## config.mk

```make
export PLATFORM = sky130hd
export DESIGN_NAME = tms_front
export DESIGN_NICKNAME = d
export VERILOG_FILES = /design/src/hw/rtl/tms_front.sv
export SDC_FILE = /design/constraint.sdc
export NUM_CORES = 1
export LEC_CHECK = 0
export BUFFER_PORTS_ARGS = -buffer_cell sky130_fd_sc_hd__buf_4
export CAP_MARGIN = 20
export CORE_AREA = 5 5 151 189
export CTS_CLUSTER_SIZE = 25
export DETAILED_ROUTE_END_ITERATION = 6
export DIE_AREA = 0 0 156 194
export PLACE_DENSITY = 0.73
export RECOVER_POWER = 100
export SYNTH_ARGS = -nofsm -noshare
export SYNTH_HDL_FRONTEND = slang
export SYNTH_SLANG_ARGS = --single-unit
```

## constraint.sdc

```tcl
create_clock -name clk -period 38.1 [get_ports clk]
set_input_delay 3.81 -clock clk [delete_from_list [all_inputs] [get_ports clk]]
set_output_delay 3.81 -clock clk [all_outputs]
set_load 0.1 [all_outputs]
```

## src/hw/rtl/tms_front.sv

```systemverilog
`timescale 1ns / 1ps
`default_nettype none

module tms_front #(
  parameter int C = 16
) (
  input  logic                               clk,
  input  logic                               rst,
  input  logic                               in_valid,
  output logic                               in_stall,
  input  logic [9*C-1:0]                     in_vtx,
  input  logic                               in_last,
  output logic                               q_valid,
  input  logic                               q_ready,
  output logic [9*C+6*(C+1):0]               q_data
);

  localparam int IW = 9 * C + 6 * (C + 1) + 1;

  logic signed [C-1:0] vv [9];
  logic [C:0]          du [3];
  logic [C:0]          dw [3];
  logic                hold_v;
  logic [IW-1:0]       hold;
  logic                accept;

  // Edge vectors b-a and c-a are formed here so the back end starts on products.
  always_comb begin
    for (int i = 0; i < 9; i++) begin
      vv[i] = in_vtx[i*C +: C];
    end
    for (int i = 0; i < 3; i++) begin
      du[i] = {vv[3+i][C-1], vv[3+i]} - {vv[i][C-1], vv[i]};
      dw[i] = {vv[6+i][C-1], vv[6+i]} - {vv[i][C-1], vv[i]};
    end
  end

  assign in_stall = hold_v && !q_ready;
  assign accept   = in_valid && !in_stall;
  assign q_valid  = hold_v;
  assign q_data   = hold;

  always_ff @(posedge clk) begin
    if (accept) begin
      hold <= {in_last, dw[2], dw[1], dw[0], du[2], du[1], du[0], in_vtx};
    end
  end

  always_ff @(posedge clk) begin
    if (rst) begin
      hold_v <= 1'b0;
    end else begin
      hold_v <= accept || (hold_v && !q_ready);
    end
  end

endmodule

`default_nettype wire

```

==> results of run 1 <==
## Yosys cell counts, types with 2 or more instances
master | number | area [um^2]
a21o_1 | 20 | 150
o22ai_1 | 6 | 37.5
nand3b_1 | 3 | 22.5
o41a_1 | 2 | 22.5
o21a_1 | 20 | 150
ha_1 | 96 | 1200
fa_1 | 6 | 120
o31ai_1 | 4 | 30.0
edfxtp_1 | 247 | 7420
a21boi_0 | 3 | 22.5
a21oi_1 | 51 | 255
a211oi_1 | 2 | 15.0
o21ai_1 | 10 | 50.1
o211ai_1 | 5 | 37.5
nor2_1 | 47 | 176
nor4_1 | 2 | 12.5
nand3_1 | 11 | 55.1
a31oi_1 | 10 | 62.6
o31a_1 | 4 | 35.0
inv_1 | 91 | 342
xor2_1 | 17 | 149
nand2_1 | 28 | 105
o21ai_0 | 25 | 125
nor3_1 | 8 | 40.0
xnor2_1 | 58 | 508
nand2b_1 | 11 | 68.8
nor2b_1 | 22 | 138
o2111ai_1 | 5 | 43.8
a221oi_1 | 4 | 35.0
and2_1 | 5 | 31.3
or3_1 | 4 | 25.0
o21bai_1 | 9 | 67.6
a21boi_1 | 2 | 15.0
## state kept, by name, summed over array words and instances, names as in the netlist
name,count
q_valid,1
q_data,247
## worst paths after layout
kind / from / end / slack [ns]
max reg2reg: q_valid / q_data[204] / 27.56
min reg2reg: q_valid / q_valid / 0.65
max: q_ready / q_data[204] / 24.57
min: q_valid / q_valid / 0.65
## report_power, final
part / internal [mW] / leakage, nW / switching [mW]
clock: 0.149 / 0.407 / 0.102
combinational: 0.0465 / 2.82 / 0.231
sequential: 0.336 / 2.40 / 0.00568
total: 0.531 / 5.63 / 0.338
## cell usage in the layout (no fill, tap or decap), types with 6 or more instances in the layout
cell	n
nor2b_1	22
nand2_1	28
ha_1	96
clkbuf_4	31
a31oi_1	10
o22ai_1	6
o21bai_1	9
inv_1	91
o21ai_0	34
fa_1	6
edfxtp_1	247
o21a_1	20
nor3_1	8
a21oi_1	51
a21o_1	20
nor2_1	47
nand3_1	11
clkbuf_16	27
xnor2_1	58
clkbuf_1	373
xor2_1	17
nand2b_1	11
## logic make-up after synthesis
group,Yosys count,synth area share
DFF,248,0.631
AOI/OAI and AO/OA,195,0.109
and+or+nand+nor,149,0.0628
adders and majority gates,102,0.112
buffers and inverters,91,0.0290
xor gates and xnor gates,75,0.0558
## critical path, delay by kind of cell
kind	cells	cell delay (ns)
buffers and inverters	3	9.32
AND/OR/NAND/NOR	2	0.17
## metrics by stage
step	cell area, um^2	power (mW)	worst slack [ns]	hold WS (ns)	std cells
2_1_floorplan	11800	0.581	22.13	1.53	860
3_3_place_gp	15200	0.645	29.76	0.633	1604
3_5_place_dp	15200	0.648	29.73	0.647	1604
4_1_cts	16100	0.900	29.75	0.650	1652
5_1_grt	14700	0.905	23.73	0.672	1653
6_report	14700	0.869	24.57	0.647	1653
## layer usage
layer / up-vias / track usage
met5: - / 0
met2: 358 / 0.381
met3: 70 / 0.0806
met1: 3919 / 0.192
li1: 4062 / -
met4: 4 / 0.0707
## area by class of cell
class / count / area, um^2
clock buffers: 37 / 743
inverters: 91 / 342
multi-input cells: 521 / 3990
flip-flops and latches: 248 / 7440
repair buffers: 399 / 1620
well taps: 345 / 432
diodes: 1 / 2.50
fillers: 2466 / 11900
clock inverters: 11 / 111
==> results by group, run 1 <==
Min path
  – Hold path depth: 3
  – Hold WC Path Type: reg2reg

Worst setup path
  – WP data required: roughly 38 ns
  – WS Path Type: in2reg
  – Crit path top cell by count: clkbuf_1
  – Startpoint Class: input port
  – Slowest cell on crit path: clkbuf_1
  – Worst r2r path cells: 4
  – CP max FO: between 150 and 200
  – Data arrival, critical path: 13.58 ns
  – Max stage delay on crit path: 6.36 ns
  – Cell breakdown of the critical path: clkbuf_4 -> nor2b_1 -> nor2b_4 -> clkbuf_1 -> clkbuf_1
  – Critical path capture point type: flip-flop

Die
  – Num rows: 67
  – Die height: 194 um
  – Die width: about 160 um
  – Initial core utilization: 0.443
  – Core box area: around 27000 um^2
  – Die ar.: 30300 um^2
  – Num ports: slightly below 400

Yosys
  – Synth Register Bits: 248
  – Synth Instances: 860
  – Synth async-reset ratio: 0
  – Mapped Nets: 1111
  – Register area share after synthesis: 0.631
  – Synthesized area: 11800 um^2
  – Post-synth EDFFs: 247
  – Ys Warns: 0
  – Ys flop type: edfxtp_1
  – Number of unique standard cell types used by synthesis: between 50 and 60
  – Syn_area_per_cell: 13.7 um^2

STA
  – Final setup viols: 0
  – Max Freq: 0.0739 GHz
  – Clock Skew: 0.00742 ns
  – Max_slew headroom: -5.18
  – Setup_tns: 0 ns
  – Worst-margin pin slew: 9.27 ns
  – Final hold viol count: 0
  – Unrepaired setup endpoints after global routing: false
  – Final Slew Violations: 250
  – Crit path time final: approximately 14 ns
  – Final worst path period share: 0.355

Layout
  – Area Growth Syn to Fin: 24.6%
  – Share of cells above drive strength 1: 0.0566
  – Nets: 1538
  – Core Util, Final: 0.552

Detailed routing
  – DRC: 0
  – Highest Signal Layer: met5
  – Vias per inst: 5.09
  – Via count: 8413
  – DRT Pass-1 Iters: 6
  – Met1 Routed Length: 10500 um
  – WL final: 32000 um
  – Initial DRC count: 343
  – Post-route ant nets: 0
  – Met3 Wirelength: ~3500 um
  – Routed length on met2: 16700 um
  – WL per Instance: 19.3 um

CTS
  – CTS Hold Bufs: 0
  – Clk root buf: clkbuf_16
  – Post-CTS Setup Bufs: 0
  – Clock transition at the registers of the reported paths: 0.06 ns
  – Clk Latency, worst-skew pair: 0.52 ns
  – Resized cells post-CTS: 0
  – TritonCTS buffer count: 26
  – CTS max path bufs: 3
  – CTS sink cnt: between 200 and 250
  – H-tree depth: 1
  – CTS tree: done

Global routing
  – Antenna violations before repair: 3
  – Total global-route track usage: 0.201
  – Overflow after GRT: 0
  – Largest net degree at the start of global routing: between 150 and 200
  – First-pass GRT wire length: 47600 um
  – Vias in the first global route: 8852

Status
  – Failing checks: capacitance limit, slew limit
  – Status: finished, violations left

Power
  – Leakage power: between 5 and 6 nW
  – Power per cell area: 59.2 nW/um^2
  – Worst vdd ir: ~0.044 mV

Flow run
  – Max Cap Viol: 2

Placement
  – Buffers on Ports: 397
  – RD Place Congestion: between 0.9 and 1
  – Post-DP HPWL: 25500 um
Power figures use the tool's default switching activity.
==> inputs of run 2 (changes only) <==
==> constraint.sdc (replaced) <==
create_clock -name clk -period 12.9 [get_ports clk]
set_input_delay 1.29 -clock clk [delete_from_list [all_inputs] [get_ports clk]]
set_output_delay 1.29 -clock clk [all_outputs]
set_load 0.1 [all_outputs]
==> run 2 against run 1 <==
Against the previous run:
- the flow still finishes with violations (capacitance limit, slew limit)
- sequential share of layout area up 0.082 points
- clock skew up 0.0020 ns
- utilization down 0.090 points
- count of clock-buffer cells in the layout down 5
- via count about the same
- critical path type unchanged
==> results by group, run 2 (synthesis results as in run 1) <==
Global routing
  – GR peak layer: met2
  – Met1 Use GR: 0.210 (+0.0174)
  – Total global-route track usage: 0.203 (+0.00167)
  – First-pass GRT wire length: 48000 um (+0.75%)
  – Vias in the first global route: 8900 (+0.54%)
  – Met3 Use GR: 0.0743 (-0.00625)
  – Overflow after GRT: 0 (unchanged)
  – GRT met2 Usage: 0.381 (-0.000479)
  – Antenna violations before repair: 2 (-1)
  – Largest net degree at the start of global routing: 181 (+0.56%)

Worst setup path
  – Critical path capture point type: flip-flop
  – WP data required: 12.95 ns (-25.20 ns)
  – Reg2Reg Setup Slack: 8.37 ns (-19.19 ns)
  – CP max FO: 180 (+0.56%)
  – Startpoint Class: input port
  – Data arrival, critical path: 5.04 ns (-8.54 ns)
  – WS Path Type: in2reg

Placement
  – RD Place Congestion: 0.922 (-1.5%)
  – Buffers on Ports: 397 (unchanged)
  – Post-DP HPWL: 25800 um (+1.4%)

Die
  – Num rows: 67 (unchanged)
  – Die ar.: 30300 um^2 (unchanged)
  – Initial core utilization: 0.443 (unchanged)
  – Num ports: 398 (unchanged)
  – Core box area: 26600 um^2 (unchanged)
  – Die width: 156 um (unchanged)
  – Die height: 194 um (unchanged)

Layout
  – # fillers: 2457 (-0.36%)
  – Nets: 1538 (unchanged)
  – Most frequent cells in the layout: clkbuf_1, edfxtp_1, ha_1, inv_1, xnor2_1
  – Area Growth Syn to Fin: 24.4%
  – Most common cell after layout, fill and taps aside: clkbuf_1
  – Max reg flops: 247 (unchanged)
  – Share of cells above drive strength 1: 0.0613 (+0.00464)

Power
  – Psw: 1.00 mW (+200%)
  – Leakage power: 5.63 nW (about the same)
  – Switching share of total power: 0.397 (+0.00793)
  – Power per cell area: 172 nW/um^2 (+190%)
  – Combinational power share: 0.325 (+0.006)
  – Worst vdd ir: 0.120 mV (+170%)
  – Int Power: 1.52 mW (+190%)
  – Power consumption: 2.52 mW (+190%)
  – Sequential power share: 0.396 (+0.003)
  – Clock power frac: 0.278 (-0.011)

STA
  – Max_slew headroom: -1.35 (+3.83)
  – Clock Skew: 0.00941 ns (+0.00199 ns)
  – Setup_tns: 0 ns (unchanged)
  – Worst-margin pin slew: 3.52 ns (-5.75 ns)
  – Final worst path period share: 0.387
  – Final Slew Violations: 69 (-72%)
  – Final setup viols: 0 (unchanged)
  – Max Freq: roughly 0.2 GHz
  – Final hold viol count: 0 (unchanged)
  – Crit path time final: ~5 ns
  – Unrepaired setup endpoints after global routing: false

Detailed routing
  – Post-route ant nets: 0 (unchanged)
  – DRC: 0 (unchanged)
  – Vias per inst: 5.10 (+0.13%)
  – Initial DRC count: 297 (-13%)
  – Via count: 8419 (+0.071%)
  – WL per Instance: 19.5 um (+0.92%)
  – DRT Pass-1 Iters: 4 (-2)
  – WL final: 32200 um (+0.86%)

CTS
  – Clk root buf: clkbuf_16
  – Resized cells post-CTS: 0 (unchanged)
  – Post-CTS Setup Bufs: 0 (unchanged)
  – CTS sink cnt: 248 (unchanged)
  – CTS Hold Bufs: 0 (unchanged)
  – Clock transition at the registers of the reported paths: 0.06 ns (about the same)
  – CTS tree: done
  – Clk Latency, worst-skew pair: 0.52 ns (about the same)
  – TritonCTS buffer count: 26 (unchanged)
  – H-tree depth: 1 (unchanged)
  – CTS max path bufs: 3 (unchanged)

Status
  – Status: finished, violations left
  – Failing checks: capacitance limit, slew limit

Flow run
  – Max Cap Viol: 1 (-1)

Min path
  – Hold WC Path Type: reg2reg
-- run 2: cell count changes in the layout (fill, tap and decap cells not counted), moves of 3 or more --
| cell | before | now |
|---|---|---|
| clkbuf_1 | 373 | 365 |
| clkbuf_4 | 31 | 36 |
| clkinv_2 | 0 | 5 |
| clkbuf_8 | 3 | 0 |
-- run 2: power by group through the flow --
stage / sequential [mW] / combinational, mW / clock (mW)
after CTS: 1.00 / 0.899 / 0.722
after global routing: 1.01 / 0.860 / 0.758
final: 1.00 / 0.820 / 0.703
after global placement: 1.02 / 0.890 / 0
after floorplan: 1.51 / 0.196 / 0
after detailed placement: 1.02 / 0.898 / 0
-- run 2: through the flow --
step	std cells	worst slack, ns	util	instance area, um^2	hold slack [ns]
3_5_place_dp	1604	9.09	0.573	15200	0.648
4_1_cts	1651	9.65	0.603	16000	0.658
2_1_floorplan	860	4.44	-	11800	1.36
5_1_grt	1652	7.74	0.551	14700	0.713
3_3_place_gp	1604	9.12	0.573	15200	0.623
6_report	1652	7.91	0.551	14700	0.658
-- run 2: final cells by class --
class / instances / area [um^2] / share of cell area
clock inverters: 15 / 101 / 0.00692
repair buffers: 399 / 1660 / 0.113
flip-flops and latches: 248 / 7440 / 0.508
inverters: 91 / 342 / 0.0233
well taps: 345 / 432 / 0.0295
clock buffers: 32 / 694 / 0.0474
multi-input cells: 521 / 3990 / 0.272
diodes: 1 / 2.50 / 0.000171
-- run 2: path summary, 6_finish.rpt --
| check | end | startpoint | depth (start not counted) |
|---|---|---|---|
| setup reg to reg | q_data[139] | q_valid | 4 |
| hold / removal | q_valid | q_valid | 3 |
| hold reg to reg | q_valid | q_valid | 3 |
| setup / recovery | q_data[139] | q_ready | 5 |
-- run 2: metal layers --
layer,up-vias,share of wire
met3,64,0.11
met4,2,0.026
met2,360,0.52
met1,3932,0.34
li1,4061,-
met5,-,0.00034
-- run 2: worst max-delay path, stage by stage --
cell and delay, ns:
clkbuf_4 0.10, nor2b_1 0.07, nor2b_4 0.14, buf_12 0.51, clkbuf_1 2.54
==> inputs of run 3 (changes only) <==
--- a/config.mk
+++ b/config.mk
@@ -11,7 +11,7 @@
 export CTS_CLUSTER_SIZE = 25
 export DETAILED_ROUTE_END_ITERATION = 6
 export DIE_AREA = 0 0 156 194
-export PLACE_DENSITY = 0.73
+export PLACE_DENSITY = 0.76
 export RECOVER_POWER = 100
 export SYNTH_ARGS = -nofsm -noshare
 export SYNTH_HDL_FRONTEND = slang
==> constraint.sdc (replaced) <==
create_clock -name clk -period 4.24 [get_ports clk]
set_input_delay 0.424 -clock clk [delete_from_list [all_inputs] [get_ports clk]]
set_output_delay 0.424 -clock clk [all_outputs]
set_load 0.1 [all_outputs]
==> run 3 against run 2 <==
Against the previous run:
- the flow now finishes without violations
- final cell count about the same
- utilization grew 0.40 points
- via count rose by 1.1%
- global-route usage decreased by 0.16 points
- hold slack got worse by 0.60 ns
- sequential power grew to 3.0 times the previous value
- sequential share of layout area fell by 0.36 points
- clock skew decreased by 0.00074 ns
- largest power group unchanged
==> results by group, run 3 (synthesis results as in run 1) <==
Status
  – Status: completed

Min path
  – Hold path depth: 2 (-1)
  – Hold WC Path Type: in2reg
  – WHS Endpoint: q_valid
  – Hold wc startpoint: rst

STA
  – Max Freq: 0.326 GHz
  – Crit path time final: between 3 and 4 ns
  – Final worst path period share: 0.723
  – Final hold viol count: 0 (unchanged)
  – Final setup viols: 0 (unchanged)
  – Final WS setup: 1.17 ns (-6.74 ns)
  – Clock Skew: 0.00867 ns (-0.000738 ns)
  – Unrepaired setup endpoints after global routing: false
  – Worst-margin pin slew: 1.42 ns (-2.10 ns)
  – Final hold slack: 0.0595 ns (-0.599 ns)
  – Final Slew Violations: 0 (-100%)
  – Max_slew headroom: 0.0536 (+1.40)

Flow run
  – Max Cap Viol: 0 (-1)

Placement
  – Post-place instance area: 15300 um^2 (+0.45%)
  – Pre-CTS WS: 1.40 ns (-7.70 ns)
  – Post-DP HPWL: 26300 um (+1.9%)
  – Buffers on Ports: 397 (unchanged)
  – RD Place Congestion: 0.914 (-0.93%)

Global routing
  – Vias in the first global route: 8750 (-1.7%)
  – Antenna violations before repair: 3 (+1)
  – Overflow after GRT: 0 (unchanged)
  – First-pass GRT wire length: 47400 um (-1.3%)
  – Largest net degree at the start of global routing: 60 (-67%)
  – Total global-route track usage: 0.201 (-0.00160)

CTS
  – TritonCTS buffer count: 26 (unchanged)
  – Clk root buf: clkbuf_16
  – CTS Hold Bufs: 0 (unchanged)
  – CTS max path bufs: 3 (unchanged)
  – Post-CTS Setup Bufs: 0 (unchanged)
  – CTS sink cnt: 248 (unchanged)
  – H-tree depth: 1 (unchanged)
  – Resized cells post-CTS: 0 (unchanged)
  – Clock transition at the registers of the reported paths: 0.06 ns (about the same)
  – Clk Latency, worst-skew pair: 0.52 ns (about the same)
  – CTS tree: done

Detailed routing
  – Vias per inst: 5.15 (+1.0%)
  – WL final: 32200 um (about the same)
  – WL per Instance: 19.5 um (-0.10%)
  – DRT Pass-1 Iters: 6 (+2)
  – Post-route ant nets: 0 (unchanged)
  – Initial DRC count: 305 (+2.7%)
  – DRC: 0 (unchanged)
  – Via count: 8509 (+1.1%)

Die
  – Num ports: 398 (unchanged)
  – Die width: 156 um (unchanged)
  – Num rows: 67 (unchanged)
  – Die ar.: 30300 um^2 (unchanged)
  – Initial core utilization: 0.443 (unchanged)
  – Die height: 194 um (unchanged)
  – Core box area: 26600 um^2 (unchanged)

Worst setup path
  – CP max FO: 55 (-69%)
  – WP data required: 4.37 ns (-8.58 ns)
  – Slowest cell on crit path: clkbuf_2
  – Worst reg2reg path endpoint: q_data[135]
  – Startpoint Class: flip-flop
  – Critical path capture point type: flip-flop
  – Crit path top cell by count: nor2b_1
  – Worst r2r path cells: 3 (-1)
  – RR Startpoint: q_valid
  – Max stage delay on crit path: 1.09 ns (-1.45 ns)
  – Reg2Reg Setup Slack: 1.17 ns (-7.20 ns)
  – Data arrival, critical path: 3.20 ns (-1.84 ns)
  – Cell breakdown of the critical path: nor2b_1 -> nor2b_1 -> clkbuf_2
  – WS Path Type: reg2reg

Power
  – Sequential power share: 0.391 (-0.005)
  – Switching share of total power: 0.390 (-0.00646)
  – Power consumption: 7.78 mW (+210%)
  – Psw: 3.04 mW (+200%)
  – Leakage power: 5.69 nW (+0.99%)
  – Clock power frac: 0.287 (+0.009)
  – Worst vdd ir: 0.372 mV (+210%)
  – Int Power: 4.74 mW (+210%)
  – Combinational power share: 0.322 (-0.003)
  – Power per cell area: 527 nW/um^2 (+210%)

Layout
  – Max reg flops: 247 (unchanged)
  – Design area: 14800 um^2 (+0.72%)
  – Share of cells above drive strength 1: 0.0635 (+0.00225)
  – Core Util, Final: 0.555 (+0.00396)
  – Most frequent cells in the layout: clkbuf_1, edfxtp_1, ha_1, inv_1, xnor2_1
  – Area Growth Syn to Fin: 25.3%
  – Nets: 1542 (+0.26%)
  – Most common cell after layout, fill and taps aside: clkbuf_1
==> run 3: worst max path at each step <==
| stage | startpoint | to | slack [ns] | cells past startpoint |
|---|---|---|---|---|
| 2_1_floorplan | q_valid | q_data[0] | -0.61 | 2 |
| 3_3_place_gp | in_vtx[17] | q_data[176] | 1.45 | 10 |
| 3_5_place_dp | in_vtx[17] | q_data[176] | 1.40 | 10 |
| 4_1_cts | in_vtx[17] | q_data[176] | 1.97 | 10 |
| 5_1_grt | q_valid | q_data[35] | 0.98 | 3 |
| 6_report | q_valid | q_data[135] | 1.17 | 3 |
==> run 3: layout make-up <==
class | count | area [um^2]
fill | 2423 | 11800
sequential | 248 | 7440
multi-input combinational | 521 | 3980
timing repair buffer | 403 | 1730
clock buffer | 28 | 679
tap | 345 | 432
inverter | 91 | 342
clock inverter | 16 | 153
antenna | 1 | 2.50
==> run 3: metal layers <==
layer,vias to the layer above,global-route usage,part of all wire,wire length (um)
met1,4005,0.197,0.33,10500
met5,-,0,0.0013,41
met2,377,0.383,0.53,17000
met3,51,0.0819,0.12,3890
li1,4070,-,-,-
met4,6,0.0548,0.024,769
==> run 3: critical path, delay by kind of cell (launching register included) <==
family	cells	cell delay [ns]
and+or+nand+nor	2	1.22
buffers and inverters	1	1.09
DFF	1	0.32
==> run 3: stage by stage <==
step / cells / setup TNS [ns]
after global routing: 1652 / 0
after detailed placement: 1607 / 0
after CTS: 1651 / 0
final: 1653 / 0
after floorplan: 860 / -151.51
after global placement: 1607 / 0
==> run 3: power by group through the flow <==
stage | combinational, mW | sequential [mW] | clock [mW]
2_1_floorplan | 0.596 | 4.58 | 0
3_3_place_gp | 2.71 | 3.09 | 0
3_5_place_dp | 2.74 | 3.10 | 0
4_1_cts | 2.74 | 3.05 | 2.30
5_1_grt | 2.62 | 3.06 | 2.40
6_report | 2.50 | 3.04 | 2.23
